### src/rtl/sroc_pkg.sv
// sroc_pkg: shared types and constants of the segment raster overlap counter
// holds command and result formats, status and operation codes, back-end states
// no dependencies
package sroc_pkg;

    localparam int COORD_W  = 10;
    localparam int COUNT_W  = 21;
    localparam int STATUS_W = 2;
    localparam int DATA_W   = 32;
    localparam int ADDR_W   = 3;

    // register index of skip_diagonals
    localparam logic [ADDR_W-3:0] REG_SKIP_DIAG = '0;

    typedef enum logic [STATUS_W-1:0] {
        ST_DONE     = 2'd0,
        ST_SKIPPED  = 2'd1,
        ST_REJECTED = 2'd2
    } t_status;

    typedef enum logic [1:0] {
        OP_DRAW  = 2'd0,
        OP_CLEAR = 2'd1,
        OP_NONE  = 2'd2
    } t_op;

    typedef enum logic [1:0] {
        DIR_ZERO = 2'd0,
        DIR_POS  = 2'd1,
        DIR_NEG  = 2'd2
    } t_dir;

    typedef enum logic [2:0] {
        BK_INIT  = 3'd0,
        BK_IDLE  = 3'd1,
        BK_WALK  = 3'd2,
        BK_CLEAR = 3'd3
    } t_back_state;

    typedef struct packed {
        t_op                op;
        t_status            status;
        logic [COORD_W-1:0] x;
        logic [COORD_W-1:0] y;
        t_dir               dir_x;
        t_dir               dir_y;
        logic [COORD_W-1:0] steps;
    } t_cmd;

    typedef struct packed {
        logic [COUNT_W-1:0] count;
        t_status            status;
    } t_result;

    function automatic logic [COORD_W-1:0] dir_step(input t_dir d);
        logic [COORD_W-1:0] s;
        case (d)
            DIR_POS: s = COORD_W'(1);
            DIR_NEG: s = '1;
            default: s = '0;
        endcase
        return s;
    endfunction

endpackage

### src/rtl/sroc_front.sv
// sroc_front: accepts segment items and classifies them into back-end commands
// depends on sroc_pkg for the command format and codes
module sroc_front (
    input  logic                         i_push,
    input  logic                         i_action,
    input  logic [sroc_pkg::COORD_W-1:0] i_start_x,
    input  logic [sroc_pkg::COORD_W-1:0] i_start_y,
    input  logic [sroc_pkg::COORD_W-1:0] i_end_x,
    input  logic [sroc_pkg::COORD_W-1:0] i_end_y,
    input  logic                         i_skip_diag,
    input  logic                         i_cmd_full,
    input  logic                         i_init_busy,
    output logic                         o_full,
    output logic                         o_cmd_push,
    output sroc_pkg::t_cmd               o_cmd
);
    import sroc_pkg::*;

    logic [COORD_W-1:0] w_adx, w_ady;
    t_dir               w_dir_x, w_dir_y;
    logic               w_diag;

    assign o_full     = i_cmd_full || i_init_busy;
    assign o_cmd_push = i_push && !o_full;

    always_comb begin
        if (i_end_x > i_start_x) begin
            w_dir_x = DIR_POS;
            w_adx   = i_end_x - i_start_x;
        end else if (i_end_x < i_start_x) begin
            w_dir_x = DIR_NEG;
            w_adx   = i_start_x - i_end_x;
        end else begin
            w_dir_x = DIR_ZERO;
            w_adx   = '0;
        end
        if (i_end_y > i_start_y) begin
            w_dir_y = DIR_POS;
            w_ady   = i_end_y - i_start_y;
        end else if (i_end_y < i_start_y) begin
            w_dir_y = DIR_NEG;
            w_ady   = i_start_y - i_end_y;
        end else begin
            w_dir_y = DIR_ZERO;
            w_ady   = '0;
        end
        w_diag = (w_dir_x != DIR_ZERO) && (w_dir_y != DIR_ZERO);
    end

    always_comb begin
        o_cmd.x      = i_start_x;
        o_cmd.y      = i_start_y;
        o_cmd.dir_x  = w_dir_x;
        o_cmd.dir_y  = w_dir_y;
        o_cmd.steps  = (w_adx > w_ady) ? w_adx : w_ady;
        o_cmd.op     = OP_DRAW;
        o_cmd.status = ST_DONE;
        if (i_action) begin
            o_cmd.op = OP_CLEAR;
        end else if (w_diag && (w_adx != w_ady)) begin
            o_cmd.op     = OP_NONE;
            o_cmd.status = ST_REJECTED;
        end else if (w_diag && i_skip_diag) begin
            o_cmd.op     = OP_NONE;
            o_cmd.status = ST_SKIPPED;
        end
    end

endmodule

### config.mk
export PLATFORM = sky130hd
export DESIGN_NAME = sroc_front
export DESIGN_NICKNAME = d
export VERILOG_FILES = /design/src/rtl/sroc_pkg.sv /design/src/rtl/sroc_front.sv
export SDC_FILE = /design/constraint.sdc
export NUM_CORES = 1
export LEC_CHECK = 0
export CAP_MARGIN = 0
export CORE_UTILIZATION = 40
export DETAILED_ROUTE_END_ITERATION = 7
export DONT_BUFFER_PORTS = 1
export SLEW_MARGIN = 20
export SYNTH_ARGS = -nofsm -noshare
export SYNTH_HDL_FRONTEND = slang
export SYNTH_SLANG_ARGS = --single-unit
export TNS_END_PERCENT = 1
### constraint.sdc
create_clock -name vclk -period 4.8
set_input_delay 0.24 -clock vclk [all_inputs]
set_output_delay 0.24 -clock vclk [all_outputs]
set_load 0.03 [all_outputs]
==> metrics.md <==
| Metric | Value |
|---|---|
| Synth top area share | approximately 22% |
| Number of cells on the worst hold path | 0 |
| Gpl congestion | 0.9309 |
| Sequential share of the synthesized area | 0% |
| Tot GR Track Use | 17.59% |
| Cell type with the largest total area after synthesis | ha_1 |
| Power Internal | 0.2365 mW |
| Final Hold Viols | 0 |
| Width of the die | 83.88 um |
| Outcome | finished, violations left |
| Main combinational cell family by area after synthesis | compound AO/OA/AOI/OAI gates |
| Max Fclk | 223.9 MHz |
| Largest net degree at the start of global routing | 20 |
| Area Growth Syn to Fin | -1.260% |
| Metal2 WL | around 3100 um |
| Tcrit/Tclk final | 93.05% |
| Top post-synthesis cells by area | ha_1, inv_1, buf_4, a21oi_1, mux2i_1 |
| Slowest stage delay, CP | 0.49 ns |
| First-pass GRT wire length | 10580 um |
| Seq_cells | 0 |
| Cell area after synthesis | 2681 um^2 |
| Required time worst endpoint | 4.56 ns |
| Die area | ~7000 um^2 |
| Syn nets | 481 |
| Max-slew headroom | 57.58% |
| Syn avg cell area | around 7.0 um^2 |
| Layout cells sized above 1 | 11.48% |
| IO Pins | 85 |
| Max FO, Critical Path | 19 |
| Overflow after GRT | 0 |
| Seq pwr share | 0% |
| Most used cell, CP | inv_1 |
| Worst Hold Class | input pin to output pin |
| Clkbuf count | 0 |
| Post-synthesis compound-gate area fraction | 28.98% |
| Count of hold-fix buffers inserted at cts | 0 |
| Fin crit period | 4.466 ns |
| Post-Synth XOR/XNOR Area | 0% |
| FF+latch area | 0 um^2 |
| Sw Share | 60.86% |
| Clock share of power | 0% |
| Leakage | between 1 and 1.5 nW |
| Placed Cells | between 400 and 500 |
| Drt wl/cell | about 14 um |
| Core Box Area | between 6000 and 7000 um^2 |
| Placed wire-length estimate | ~5400 um |
| Pre-CTS setup slack | 0.3528 ns |
| Most frequent cells in the layout | inv_1, ha_1, nor2_1, a21oi_1, o21ai_0 |
| Max_cap viols | 0 |
| Metal-1 WL | 2765 um |
| DR iter-0 viols | 83 |
| Crit end category | output pin |
| VDD IR-drop max | 102.8 uV |
| Die Y | 83.88 um |
| Pre-antenna DRT Iters | 6 |
| Comb power frac | 100.0% |
| Non-Filler Instances | ~440 |
| Synthesized instance count | 384 |
| DRT antenna net count | 0 |
| Remaining DRCs | 9 |
| Slew of the pin with the lowest slew margin | approximately 0.64 ns |
| Crit Path Category | input pin to output pin |
| Power density over the cells | 228.2 nW/um^2 |
| RSZ-0062 raised after global routing | no |
| Max layer used | met4 |
| Final setup vio count | 0 |
| Min-delay src | i_start_y[2] |
| Crit path cell chain | inv_1, ha_1, inv_1, fa_1, nand3_1, a21oi_2, o41a_4, inv_4, a21oi_1, a22o_1, a21oi_1, inv_1, ha_1, nand3_1, nor2_1, nand2_1, o21ai_0, nor2_1, nor2_2, mux2i_1, buf_4 |
| Post-synthesis mux area share | 5.740% |
| Diode count | 0 |
| Adder-cell share of the synthesized area | 25.38% |
| Via count | 2513 |
| CP arrival | ~4.2 ns |
| Initial Util | 41.75% |
| Sw power | 0.3677 mW |
| Worst Hold End | o_cmd[16] |
| Startpoint types | input pin |
| Commonest non-fill, non-tap cell in the layout | inv_1 |
| Gates resized, CTS repair | 0 |
| Vias in the first global route | 2434 |
| CP max stage cell | nor2_2 |
| Count of standard-cell rows | 29 |
| Setup_tns | 0 ns |
| Violated checks | DRC |
| Filler cell count | 702 |
| Setup Fix Bufs, Post-CTS | 0 |
| Metal3 WL | 235 um |
| Simple-gate area share of the yosys netlist | roughly 22% |
| Aggregate routed wire length | 6166 um |
| Via-to-Cell Ratio | 5.673 |
| Final slew viol count | 0 |
| Layout Nets | 465 |
| Fin worst setup slack | 0.3336 ns |
| # port buffers | 0 |
| Unique cell type count in the Yosys netlist | 61 |
| Ys Warns | 0 |
| Initial antenna violation count | 0 |
-- cells by family after synthesis --
| family | count (synthesis) |
|---|---|
| fa+ha+maj | 52 |
| buf+inv | 95 |
| simple gates | 112 |
| compound gates | 110 |
| mux | 15 |
-- synth_stat cells, types with 2 or more instances --
master,instances
a31o_2,3
o31a_1,3
o21a_1,6
ha_1,48
nand2_1,17
o221ai_1,2
and2_1,3
a21oi_1,30
nand2b_1,7
a211oi_2,2
nor2_1,32
buf_4,22
nand3_1,10
o41ai_1,2
buf_2,4
nand4_2,2
mux2i_1,12
o21ai_0,24
or3b_1,2
nand4_1,3
buf_6,4
nor2b_1,3
a211oi_1,6
mux2_2,3
or3_1,6
inv_1,60
clkbuf_1,2
nor2_2,2
nor3_1,12
o311ai_1,2
nor3b_1,2
fa_1,4
a21oi_2,6
and3_1,4
a21o_1,8
-- worst max path at each step --
stage                     endpoint  slack (ns)  cells after the start  startpoint
after global routing      o_cmd[6]        0.05                     21  i_end_x[0]
after CTS                 o_cmd[5]        0.35                     21  i_end_x[0]
final                     o_cmd[5]        0.33                     21  i_end_x[0]
after floorplan           o_cmd[0]        0.66                     19  i_end_x[0]
after detailed placement  o_cmd[7]        0.35                     21  i_end_x[0]
after global placement    o_cmd[5]        0.43                     20  i_end_y[0]
-- stage by stage --
stage / cell area, um^2 / hold slack (ns) / power, mW / util, %
2_1_floorplan: 2681 / 0.6117 / 0.5012 / -
3_3_place_gp: 2648 / 0.4802 / 0.6005 / 41.22
3_5_place_dp: 2648 / 0.4802 / 0.6049 / 41.22
4_1_cts: 2648 / 0.4802 / 0.6071 / 41.22
5_1_grt: 2648 / 0.4800 / 0.6652 / 41.22
6_report: 2648 / 0.4800 / 0.6043 / 41.22
-- power by group through the flow --
stage	Clock [mW]	Combinational [mW]	Sequential, mW
floorplan	0	0.501	0
global placement	0	0.600	0
detailed placement	0	0.605	0
CTS	0	0.607	0
global route	0	0.665	0
finish	0	0.604	0
-- area by class of cell --
class              count  area (um^2)  share of cell area, %
well taps             77        96.34                  3.639
inverters             61        231.5                  8.743
repair buffers        16        120.1                  4.537
multi-input cells    289         2200                  83.08
-- layer usage --
metal	GRT usage, %	up-vias
li1	-	1292
met1	22.08	1167
met4	1.254	0
met5	0	-
met3	0.5935	2
met2	34.28	52
-- critical path: cells and delay by family --
| family | cells | cell delay, ns |
|---|---|---|
| AOI/OAI and AO/OA | 6 | 1.24 |
| adders and majority gates | 3 | 0.82 |
| buffers and inverters | 5 | 0.59 |
| muxes | 1 | 0.36 |
| and+or+nand+nor | 6 | 0.96 |
(Power assumes the default switching activity.)
