[src/rtl/sroc_fifo.sv]
// sroc_fifo: small register queue with push/pop and full/empty flags
// used between front and back and for waiting results; no package needed
module sroc_fifo #(
    parameter int WIDTH = 8,
    parameter int DEPTH = 2
) (
    input  logic             i_clk,
    input  logic             i_rst_n,
    input  logic             i_push,
    input  logic [WIDTH-1:0] i_data,
    output logic             o_full,
    input  logic             i_pop,
    output logic [WIDTH-1:0] o_data,
    output logic             o_empty
);
    localparam int PTR_W = (DEPTH > 1) ? $clog2(DEPTH) : 1;
    localparam int CNT_W = $clog2(DEPTH + 1);

    logic [WIDTH-1:0] r_mem [DEPTH];
    logic [PTR_W-1:0] r_wr_ptr, n_wr_ptr;
    logic [PTR_W-1:0] r_rd_ptr, n_rd_ptr;
    logic [CNT_W-1:0] r_cnt, n_cnt;
    logic             w_do_push, w_do_pop;

    assign o_full    = (r_cnt == CNT_W'(DEPTH));
    assign o_empty   = (r_cnt == '0);
    assign w_do_push = i_push && !o_full;
    assign w_do_pop  = i_pop && !o_empty;
    assign o_data    = r_mem[r_rd_ptr];

    always_comb begin
        n_wr_ptr = r_wr_ptr;
        n_rd_ptr = r_rd_ptr;
        n_cnt    = r_cnt;
        if (w_do_push) begin
            n_wr_ptr = (r_wr_ptr == PTR_W'(DEPTH - 1)) ? '0 : r_wr_ptr + PTR_W'(1);
        end
        if (w_do_pop) begin
            n_rd_ptr = (r_rd_ptr == PTR_W'(DEPTH - 1)) ? '0 : r_rd_ptr + PTR_W'(1);
        end
        if (w_do_push && !w_do_pop) begin
            n_cnt = r_cnt + CNT_W'(1);
        end else if (w_do_pop && !w_do_push) begin
            n_cnt = r_cnt - CNT_W'(1);
        end
    end

    always_ff @(posedge i_clk) begin
        if (!i_rst_n) begin
            r_wr_ptr <= '0;
            r_rd_ptr <= '0;
            r_cnt    <= '0;
        end else begin
            r_wr_ptr <= n_wr_ptr;
            r_rd_ptr <= n_rd_ptr;
            r_cnt    <= n_cnt;
        end
    end

    always_ff @(posedge i_clk) begin
        if (w_do_push) begin
            r_mem[r_wr_ptr] <= i_data;
        end
    end

endmodule

[config.mk]
export PLATFORM = sky130hd
export DESIGN_NAME = sroc_fifo
export DESIGN_NICKNAME = d
export VERILOG_FILES = /design/src/rtl/sroc_fifo.sv
export SDC_FILE = /design/constraint.sdc
export NUM_CORES = 1
export LEC_CHECK = 0
export ABC_CLOCK_PERIOD_IN_PS = 1810
export BUFFER_PORTS_ARGS = -buffer_cell sky130_fd_sc_hd__buf_2
export CORE_AREA = 2 2 46 48
export DETAILED_ROUTE_END_ITERATION = 10
export DIE_AREA = 0 0 48 50
export GPL_ROUTABILITY_DRIVEN = 0
export GPL_TIMING_DRIVEN = 0
export PLACE_DENSITY = 0.78
export SYNTH_ARGS = -nofsm -noshare
export SYNTH_HDL_FRONTEND = slang
export SYNTH_SLANG_ARGS = --single-unit
[constraint.sdc]
create_clock -name i_clk -period 1.81 [get_ports i_clk]
set_input_delay 0.362 -clock i_clk [delete_from_list [all_inputs] [get_ports i_clk]]
set_output_delay 0.362 -clock i_clk [all_outputs]
set_load 0.02 [all_outputs]
==> flow_metrics.py, run 1 <==
metrics = {
    "floorplanning": {
        "placement_rows": 16,
        "initial_core_utilization_pct": 42.57,
        "die_h_um": 50,
        "die_w_um": 48,
        "io_pins": 22,
        "placeableCoreArea_um2": 1902,
        "floorplan_die_area_um2": 2400,
    },
    "drt": {
        "wirelength_um": 1108,
        "first_drt_iteration_drcs": 6,
        "avgRoutedWirePerCell_um": 10.86,
        "dr_total_vias": 457,
        "drt_first_pass_iters": 3,
        "vias_per_cell": 4.480,
        "route.antenna.remaining_nets": 0,
        "remaining_drc_errors": 0,
    },
    "sta": {
        "rsz0062_at_grt": "false",
        "final-hold-violation-count": 0,
        "final_worst_path_setup_slack_ps": 124.3,
        "timing.final.max_slew_violations": 0,
        "totalNegativeSetupSlack_ps": 0,
        "timing.fmax_ghz": 0.5932,
        "relSlewSlack_pct": 52.42,
        "slew_of_the_pin_with_the_lowest_slew_margin_ps": 709.9,
        "setup_viol": 0,
        "final_min_period_over_clock_period_pct": 93.13,
        "clock-skew-final_ps": 1.731,
        "finalCriticalPeriod_ps": 1686,
    },
    "clock_network": {
        "post_cts_buffers": 0,
        "tritoncts": "built",
        "ctsRootBufferMaster": "sky130_fd_sc_hd__clkbuf_4",
        "clkLatencyLatePin_ps": 290,
        "clock_sink_count": 21,
        "ctsHoldBuffers": 0,
        "ctsLongestPathBuffers": 2,
        "cts_buffers": 3,
        "cts-htree-levels": 1,
        "cts.clk_slew.worst_paths_ps": 110,
        "postCtsResizedCells": 0,
    },
    "power": {
        "total_switching_power_w": 0.0004379,
        "p_clk_share_pct": 15.6,
        "peak_supply_drop_mv": 0.6540,
        "switching_part_of_the_total_power_pct": 32.35,
        "power_density_cells_nw_per_um2": 1389,
        "power.sequential.fraction_pct": 48.4,
        "leakagePower_nw": 0.3841,
        "proportion_of_power_drawn_by_combinational_gates_pct": 36.0,
        "power.internal_w": 0.0009155,
    },
    "synthesis": {
        "total_of_flip_flops_plus_latches_after_synthesis": 21,
        "synth_area_per_cell_um2": 16.19,
        "synth_cell_type_count": 20,
        "synth_cells": 50,
        "synth-seq-area-share_pct": 71.72,
        "synthesis.yosys.warnings": 0,
        "synthesis.nets": 63,
        "total_standard_cell_area_after_synthesis_um2": 809.5,
    },
    "grt": {
        "globalRouteMet2Util_pct": 15.11,
        "grt-busiest-layer": "met2",
        "grt_first_pass_wirelength_um": 1683,
        "use_met3_pct": 4.029,
        "grt_pass1_vias": 424,
        "grt_start_max_net_pins": 12,
        "globalRouteOverflowTotal": 0,
        "grt_util_all_layers_pct": 9.893,
        "grtUsageMet1_pct": 12.00,
        "initial_antenna_violation_count": 0,
    },
    "setup_path": {
        "critical_path_peak_fanout": 8,
        "timing.critical_path.required_ps": 1450,
        "critical_path.slowest_cell": "sky130_fd_sc_hd__mux2_2",
        "cp_num_buf_inv": 2,
        "crit_top_cell": "sky130_fd_sc_hd__buf_2",
        "critPathMaxStageDelay_ps": 360,
        "setup.reg_to_reg.worst_slack_ps": 250,
        "cp-start-kind": "flip-flop",
        "critPathArrivalTime_ps": 1320,
        "critPathKind": "reg2out",
        "rr_startpoint": "r_cnt[0]",
        "crit_path_end_kind": "output port",
        "crit_family": "buffers and inverters",
        "crit_chain": "buf_2, mux2_2, buf_2",
    },
    "cells_and_area": {
        "fin_area_um2": 974.7,
        "num_antenna_cells": 0,
        "postLayoutCoreUtil_pct": 51.25,
        "layout-area-overhead-vs-synth_pct": 20.40,
        "drive_above_1_share_pct": 46.67,
        "layout.nets": 89,
    },
    "min_path": {
        "worst_hold_path_type": "in2reg",
        "worstHoldStart": "i_data[6]",
    },
    "run_status": {
        "outcome": "complete, no violations",
    },
    "placement": {
        "io_buffers": 21,
        "detailed_place.area_um2": 948.4,
        "hpwlAfterDp_um": 836.3,
        "place_ws_ps": 211.6,
    },
    "flow_run": {
        "max_cap_violations": 0,
    },
}
final cells by class:
type / count / area [um2]
plain buffers: 1 / 5.005
flip-flops and latches: 21 / 580.6
clock buffers: 4 / 26.28
repair buffers: 21 / 105.1
fillers: 172 / 927.1
well taps: 27 / 33.78
inverters: 2 / 7.507
multi-input cells: 26 / 216.5
synth_stat cells, drive strengths merged:
master  count  share of area (%)
edfxtp     16                 59
mux2        8                 11
dfxtp       5                 12
and2        3                2.3
a21boi      2                1.9
inv         2               0.93
nor2        2               0.93
o21ai       2                1.2
xnor2       2                2.2
and3        1               0.77
buf         1               0.62
ha          1                1.5
nand2b      1               0.77
nor3        1                1.2
o21a        1               0.93
or3         1               0.77
xor2        1                1.1
power by group through the flow:
| stage | Sequential, W | Combinational [W] | Clock [W] |
|---|---|---|---|
| floorplan | 0.000657 | 0.000369 | 0 |
| global placement | 0.000661 | 0.000483 | 0 |
| detailed placement | 0.000666 | 0.000495 | 0 |
| CTS | 0.000655 | 0.000497 | 0.000220 |
| global route | 0.000665 | 0.000534 | 0.000238 |
| finish | 0.000655 | 0.000487 | 0.000211 |
final timing paths:
kind,depth (start not counted),to
hold reg to reg,2,r_cnt[1]
hold / removal,1,r_mem[0][6]
setup reg to reg,3,r_mem[0][0]
setup / recovery,3,o_data[4]
state kept, by name, summed over array words and instances (netlist names), named ones only:
signal	cells
r_cnt	2
r_mem	16
r_rd_ptr	1
r_wr_ptr	1
worst register-to-register path, delay by kind of cell, from the launching register on:
| kind | cells | cell delay (ps) |
|---|---|---|
| simple gates | 2 | 730 |
| buf+inv | 1 | 60 |
| flops | 1 | 420 |
stage by stage:
stage | total power [W] | instances | hold WS, ps
after floorplan | 0.001026 | 50 | 460.9
after global placement | 0.001144 | 98 | 496.6
after detailed placement | 0.001161 | 98 | 511.2
after CTS | 0.001373 | 102 | 242.5
after global routing | 0.001436 | 102 | 231.1
final | 0.001353 | 102 | 254.8
cell families after synthesis:
group	after synthesis	share of synthesized area, %
adders and majority gates	1	1.545
muxes	8	11.13
AOI/OAI and AO/OA	5	4.018
xor gates and xnor gates	3	3.246
buffers and inverters	3	1.544
DFF	21	71.72
and+or+nand+nor	9	6.803
metal layers:
layer  share of wire, %  vias up
li1                   -      234
met1                 46      203
met2                 45       18
met5                  0        -
met4                1.4        0
met3                7.5        2
cell usage in the layout (no fill, tap or decap):
cell type                  synthesis  final
sky130_fd_sc_hd__a21boi_1          1      1
sky130_fd_sc_hd__o21a_1            1      1
sky130_fd_sc_hd__xor2_1            1      1
sky130_fd_sc_hd__o21ai_1           1      1
sky130_fd_sc_hd__ha_1              1      1
sky130_fd_sc_hd__dfxtp_1           5      5
sky130_fd_sc_hd__nor3_2            1      1
sky130_fd_sc_hd__nand2b_1          1      1
sky130_fd_sc_hd__xnor2_1           2      2
sky130_fd_sc_hd__or3_1             1      1
sky130_fd_sc_hd__inv_2             1      1
sky130_fd_sc_hd__mux2_2            8      8
sky130_fd_sc_hd__a21boi_0          1      1
sky130_fd_sc_hd__clkbuf_4          0      3
sky130_fd_sc_hd__nor2_1            2      2
sky130_fd_sc_hd__and2_1            3      3
sky130_fd_sc_hd__edfxtp_1         16     16
sky130_fd_sc_hd__o21ai_0           1      1
sky130_fd_sc_hd__and3_1            1      1
sky130_fd_sc_hd__buf_2             1     22
sky130_fd_sc_hd__clkbuf_1          0      1
sky130_fd_sc_hd__inv_1             1      1
Power figures use the tool's default switching activity.
==> run 2, diff against run 1 <==
--- a/config.mk
+++ b/config.mk
@@ -7,12 +7,12 @@
 export LEC_CHECK = 0
 export ABC_CLOCK_PERIOD_IN_PS = 1810
 export BUFFER_PORTS_ARGS = -buffer_cell sky130_fd_sc_hd__buf_2
-export CORE_AREA = 2 2 46 48
+export CORE_AREA = 2 2 44 46
 export DETAILED_ROUTE_END_ITERATION = 10
-export DIE_AREA = 0 0 48 50
+export DIE_AREA = 0 0 46 48
 export GPL_ROUTABILITY_DRIVEN = 0
 export GPL_TIMING_DRIVEN = 0
-export PLACE_DENSITY = 0.78
+export PLACE_DENSITY = 0.84
 export SYNTH_ARGS = -nofsm -noshare
 export SYNTH_HDL_FRONTEND = slang
 export SYNTH_SLANG_ARGS = --single-unit
==> run 2 against run 1 <==
Total power grew 0.86%. Non-clock buffer count is the same. Flip-flop and latch count is the same. Critical path depth is the same. Register-to-register slack lost 40 ps.
==> flow_metrics.py, run 2 (same netlist as run 1, synthesis figures left out) <==
metrics = {
    "clock_network": {
        "tritoncts": "built",
        "ctsHoldBuffers": 0,
        "cts_buffers": 3,
        "clock_sink_count": 21,
        "ctsRootBufferMaster": "sky130_fd_sc_hd__clkbuf_4",
        "cts-htree-levels": 1,
        "post_cts_buffers": 0,
        "ctsLongestPathBuffers": 2,
        "clkLatencyLatePin_ps": 300,
        "postCtsResizedCells": 0,
        "cts.clk_slew.worst_paths_ps": 110,
    },
    "drt": {
        "drt_first_pass_iters": 2,
        "wirelength_um": 1271,
        "vias_per_cell": 5.054,
        "remaining_drc_errors": 0,
        "first_drt_iteration_drcs": 3,
        "dr_total_vias": 465,
        "avgRoutedWirePerCell_um": 13.82,
        "route.antenna.remaining_nets": 0,
    },
    "setup_path": {
        "crit_path_end_kind": "output port",
        "timing.critical_path.required_ps": 1450,
        "critical_path_peak_fanout": 8,
        "critPathArrivalTime_ps": 1330,
        "crit_top_cell": "sky130_fd_sc_hd__buf_2",
        "crit_chain": "buf_2, mux2_2, buf_2",
        "critPathMaxStageDelay_ps": 360,
        "cp-start-kind": "flip-flop",
        "critPathKind": "reg2out",
        "critical_path.slowest_cell": "sky130_fd_sc_hd__mux2_2",
    },
    "cells_and_area": {
        "flip_flop_count_of_the_largest_register_all_copies_and_words_added": 16,
        "layout-area-overhead-vs-synth_pct": 19.01,
        "largest_registers": "r_mem (16), r_cnt (2)",
        "final_cell_mix": "sky130_fd_sc_hd__buf_2, sky130_fd_sc_hd__edfxtp_1, sky130_fd_sc_hd__mux2_2",
        "layout.cells.most_common": "sky130_fd_sc_hd__buf_2",
        "layout.nets": 89,
        "drive_above_1_share_pct": 48.00,
        "top_register": "r_mem",
        "num_antenna_cells": 0,
    },
    "grt": {
        "grt_start_max_net_pins": 13,
        "grt_first_pass_wirelength_um": 1918,
        "globalRouteOverflowTotal": 0,
        "grt_pass1_vias": 477,
        "initial_antenna_violation_count": 0,
        "grt_util_all_layers_pct": 12.99,
    },
    "flow_run": {
        "max_cap_violations": 0,
    },
    "floorplanning": {
        "floorplan_die_area_um2": 2208,
        "io_pins": 22,
        "die_w_um": 46,
        "placement_rows": 15,
        "die_h_um": 48,
        "initial_core_utilization_pct": 47.93,
        "placeableCoreArea_um2": 1689,
    },
    "min_path": {
        "worst_hold_path_type": "in2reg",
    },
    "sta": {
        "slew_of_the_pin_with_the_lowest_slew_margin_ps": 688.0,
        "rsz0062_at_grt": "false",
        "clock-skew-final_ps": 7.858,
        "setup_viol": 0,
        "timing.fmax_ghz": 0.5922,
        "relSlewSlack_pct": 53.88,
        "final_min_period_over_clock_period_pct": 93.29,
        "timing.final.max_slew_violations": 0,
        "finalCriticalPeriod_ps": 1689,
        "totalNegativeSetupSlack_ps": 0,
        "final-hold-violation-count": 0,
    },
    "placement": {
        "io_buffers": 21,
        "hpwlAfterDp_um": 967.2,
    },
    "power": {
        "total_power_w": 0.001365,
        "peak_supply_drop_mv": 0.7477,
        "leakagePower_nw": 0.3869,
        "power_density_cells_nw_per_um2": 1417,
    },
    "run_status": {
        "outcome": "complete, no violations",
    },
}
## run 2: cell count changes in the layout (fill, tap and decap cells not counted)
cell                       previous run  this run
sky130_fd_sc_hd__clkbuf_1             1         0
sky130_fd_sc_hd__clkinv_2             0         1
## run 2: metal layers
metal / vias to the layer above / part of all wire, % / global-route usage [%]
met1: 216 / 37 / 14.22
li1: 231 / - / -
met3: 2 / 8.6 / 4.528
met5: - / 0 / 0
met2: 16 / 53 / 21.39
met4: 0 / 1.3 / 8.571
## run 2: final timing paths
check,startpoint,to,slack [ps],cells after the start
worst max register to register,r_cnt[0],r_cnt[1],210,6
worst min register to register,r_cnt[1],r_cnt[1],530,2
worst max-delay path,flip-flop,o_data[0],120,3
worst min-delay path,i_data[6],r_mem[1][6],240,1
## run 2: final cells by class
type	count	area, um2
Buffer	1	5.005
Inverter	2	7.507
Tap cell	17	21.27
Multi-Input combinational cell	26	216.5
Fill cell	147	725.7
Timing Repair Buffer	21	105.1
Clock buffer	3	22.52
Sequential cell	21	580.6
Clock inverter	1	5.005
## run 2: metrics by stage
step | hold slack (ps) | std cells | utilization [%] | worst slack [ps] | instance area [um2]
after floorplan | 460.9 | 50 | - | 296.2 | 809.5
after global placement | 503.9 | 88 | 55.41 | 274.7 | 935.9
after detailed placement | 520.8 | 88 | 55.41 | 226.0 | 935.9
after CTS | 237.0 | 92 | 57.04 | 89.67 | 963.4
after global routing | 236.6 | 92 | 57.04 | 37.14 | 963.4
final | 243.2 | 92 | 57.04 | 121.4 | 963.4
## run 2: report_power, final
group	leakage, nW	switching [W]	internal, W
logic	0.178	0.000277	0.000215
registers	0.191	0.0000431	0.000615
clock network	0.0177	0.000132	0.0000822
## run 2: worst max-delay path: cells and delay by family, from the launching register on
kind | cells | cell delay (ps)
muxes | 1 | 360
buffers and inverters | 2 | 360
DFF | 1 | 320
==> run 3, diff against run 2 <==
--- a/config.mk
+++ b/config.mk
@@ -13,6 +13,7 @@
 export GPL_ROUTABILITY_DRIVEN = 0
 export GPL_TIMING_DRIVEN = 0
 export PLACE_DENSITY = 0.84
+export REMOVE_ABC_BUFFERS = 1
 export SYNTH_ARGS = -nofsm -noshare
 export SYNTH_HDL_FRONTEND = slang
 export SYNTH_SLANG_ARGS = --single-unit
==> constraint.sdc (replaced) <==
create_clock -name i_clk -period 1.81 [get_ports i_clk]
set_input_delay 0.362 -clock i_clk [delete_from_list [all_inputs] [get_ports i_clk]]
set_output_delay 0.362 -clock i_clk [all_outputs]
set_load 0.05 [all_outputs]
==> run 3 against run 2 <==
Total power is 12% higher. Worst setup slack better by 32 ps. Routed wire length down 9.0%. Non-clock buffer count is 1 lower. Clock skew shrank 7.1 ps. Die area is the same. Critical path depth fell by 1. Clock power fell by 5%. Fmax grew 1.9%. Hold slack improved by 16 ps.
==> flow_metrics.py, run 3 (same netlist as run 1, synthesis figures left out) <==
metrics = {
    "drt": {
        "highest_layer": "met4",
        "dr_total_vias": 456,
        "drt_first_pass_iters": 3,
        "wl_met2_um": 584,
        "remaining_drc_errors": 0,
        "detailroute.wirelength.met3_um": 94,
        "route.antenna.remaining_nets": 0,
        "vias_per_cell": 5.011,
        "first_drt_iteration_drcs": 14,
        "wire_length_on_met1_um": 467,
        "avgRoutedWirePerCell_um": 12.71,
        "wirelength_um": 1157,
    },
    "floorplanning": {
        "placeableCoreArea_um2": 1689,
        "die_w_um": 46,
        "io_pins": 22,
        "initial_core_utilization_pct": 47.93,
        "floorplan_die_area_um2": 2208,
        "placement_rows": 15,
        "die_h_um": 48,
    },
    "run_status": {
        "outcome": "complete, no violations",
    },
    "setup_path": {
        "critPathArrivalTime_ps": 1290,
        "critical_path.slowest_cell": "sky130_fd_sc_hd__dfxtp_2",
        "critPathKind": "reg2out",
        "timing.critical_path.required_ps": 1450,
        "crit_path_end_kind": "output port",
        "crit_chain": "mux2_2, buf_2",
        "critical_path_peak_fanout": 8,
        "setup.reg_to_reg.worst_slack_ps": 250,
        "cp-start-kind": "flip-flop",
        "rr_startpoint": "r_cnt[0]",
        "r2r_endpoint": "r_cnt[1]",
        "r2r_cells": 6,
        "critPathMaxStageDelay_ps": 440,
    },
    "clock_network": {
        "clkLatencyLatePin_ps": 280,
        "cts.clk_slew.worst_paths_ps": 100,
        "ctsRootBufferMaster": "sky130_fd_sc_hd__clkbuf_4",
        "cts-htree-levels": 1,
        "clock_sink_count": 21,
        "tritoncts": "built",
        "ctsLongestPathBuffers": 2,
        "cts_buffers": 3,
    },
    "grt": {
        "initial_antenna_violation_count": 0,
        "globalRouteOverflowTotal": 0,
        "grt_first_pass_wirelength_um": 1828,
        "grt_start_max_net_pins": 12,
        "grt_pass1_vias": 454,
        "grt_util_all_layers_pct": 12.13,
    },
    "sta": {
        "final_min_period_over_clock_period_pct": 91.52,
        "finalHoldWorstSlack_ps": 259.4,
        "timing.fmax_ghz": 0.6037,
        "setup_viol": 0,
        "final-hold-violation-count": 0,
        "totalNegativeSetupSlack_ps": 0,
        "clock-skew-final_ps": 0.7307,
        "rsz0062_at_grt": "false",
        "slew_of_the_pin_with_the_lowest_slew_margin_ps": 675.2,
        "relSlewSlack_pct": 54.74,
        "timing.final.max_slew_violations": 0,
        "finalCriticalPeriod_ps": 1657,
    },
    "min_path": {
        "worst_hold_path_type": "in2reg",
        "timing.hold.worst_endpoint": "r_mem[0][0]",
        "worstHoldStart": "i_data[0]",
        "hold_path_depth": 1,
    },
    "power": {
        "switching_part_of_the_total_power_pct": 40.38,
        "peak_supply_drop_mv": 1.007,
        "total_switching_power_w": 0.0006183,
        "p_clk_share_pct": 13.3,
        "proportion_of_power_drawn_by_combinational_gates_pct": 42.2,
        "power.sequential.fraction_pct": 44.5,
        "power.internal_w": 0.0009127,
        "power_density_cells_nw_per_um2": 1597,
        "leakagePower_nw": 0.3793,
    },
    "cells_and_area": {
        "drive_above_1_share_pct": 47.30,
        "top_register": "r_mem",
        "largest_registers": "r_mem (16), r_cnt (2)",
        "postLayoutCoreUtil_pct": 56.74,
        "layout-area-overhead-vs-synth_pct": 18.39,
        "layout.cells.most_common": "sky130_fd_sc_hd__buf_2",
        "flip_flop_count_of_the_largest_register_all_copies_and_words_added": 16,
        "layoutNonFillerInstCount": 91,
        "layout.nets": 88,
        "final_cell_mix": "sky130_fd_sc_hd__buf_2, sky130_fd_sc_hd__edfxtp_1, sky130_fd_sc_hd__mux2_2",
        "num_antenna_cells": 0,
    },
    "placement": {
        "hpwlAfterDp_um": 869.9,
        "placed_cells": 87,
        "io_buffers": 21,
    },
    "flow_run": {
        "max_cap_violations": 0,
    },
}
## run 3: cell types whose count changed in the layout (fill, tap and decap cells not counted), sizes merged
cell,change
clkinv,-1
buf,-1
clkbuf,+1
## run 3: worst max-delay path: cells and delay by family (launching register included)
family	cells	cell delay, ps
buffers and inverters	1	210
muxes	1	360
DFF	1	440
## run 3: final cells by class
class / count / area, um2
Multi-Input combinational cell: 26 / 216.5
Timing Repair Buffer: 21 / 105.1
Inverter: 2 / 7.507
Tap cell: 17 / 21.27
Fill cell: 145 / 730.7
Clock buffer: 4 / 26.28
Sequential cell: 21 / 581.8
## run 3: power groups by stage
| stage | logic, W | registers [W] | clock network, W |
|---|---|---|---|
| finish | 0.000647 | 0.000681 | 0.000204 |
| global route | 0.000696 | 0.000696 | 0.000234 |
| CTS | 0.000654 | 0.000684 | 0.000217 |
| detailed placement | 0.000651 | 0.000692 | 0 |
| global placement | 0.000638 | 0.000686 | 0 |
| floorplan | 0.000535 | 0.000674 | 0 |
## run 3: how the worst max path moves through the flow
stage	to	cells past startpoint	slack, ps	startpoint
6_report	o_data[2]	2	150	flip-flop
5_1_grt	o_data[2]	2	70	flip-flop
4_1_cts	o_data[0]	2	120	flip-flop
3_5_place_dp	r_cnt[1]	6	250	r_cnt[0]
3_3_place_gp	r_mem[0][2]	3	280	r_cnt[0]
2_1_floorplan	r_cnt[1]	6	180	r_cnt[0]
## run 3: per-layer routing
layer,global-route usage [%],vias up
li1,-,230
met1,12.35,206
met2,22.78,18
met3,3.774,2
met4,5.143,0
met5,0,-
## run 3: stage by stage
step	total power [W]	cell area, um2	setup WS [ps]
2_1_floorplan	0.001209	804.5	180.8
3_3_place_gp	0.001324	930.9	282.6
3_5_place_dp	0.001343	930.9	246.1
4_1_cts	0.001555	958.4	122.3
5_1_grt	0.001625	958.4	73.79
6_report	0.001531	958.4	153.4
## run 3: what timing repair did
item                       in CTS  in global routing
buffers inserted                0                  0
hold buffers                    0                  0
hold endpoints to repair        0                  0
setup endpoints to repair       3                  0
gates resized for setup         1                  0
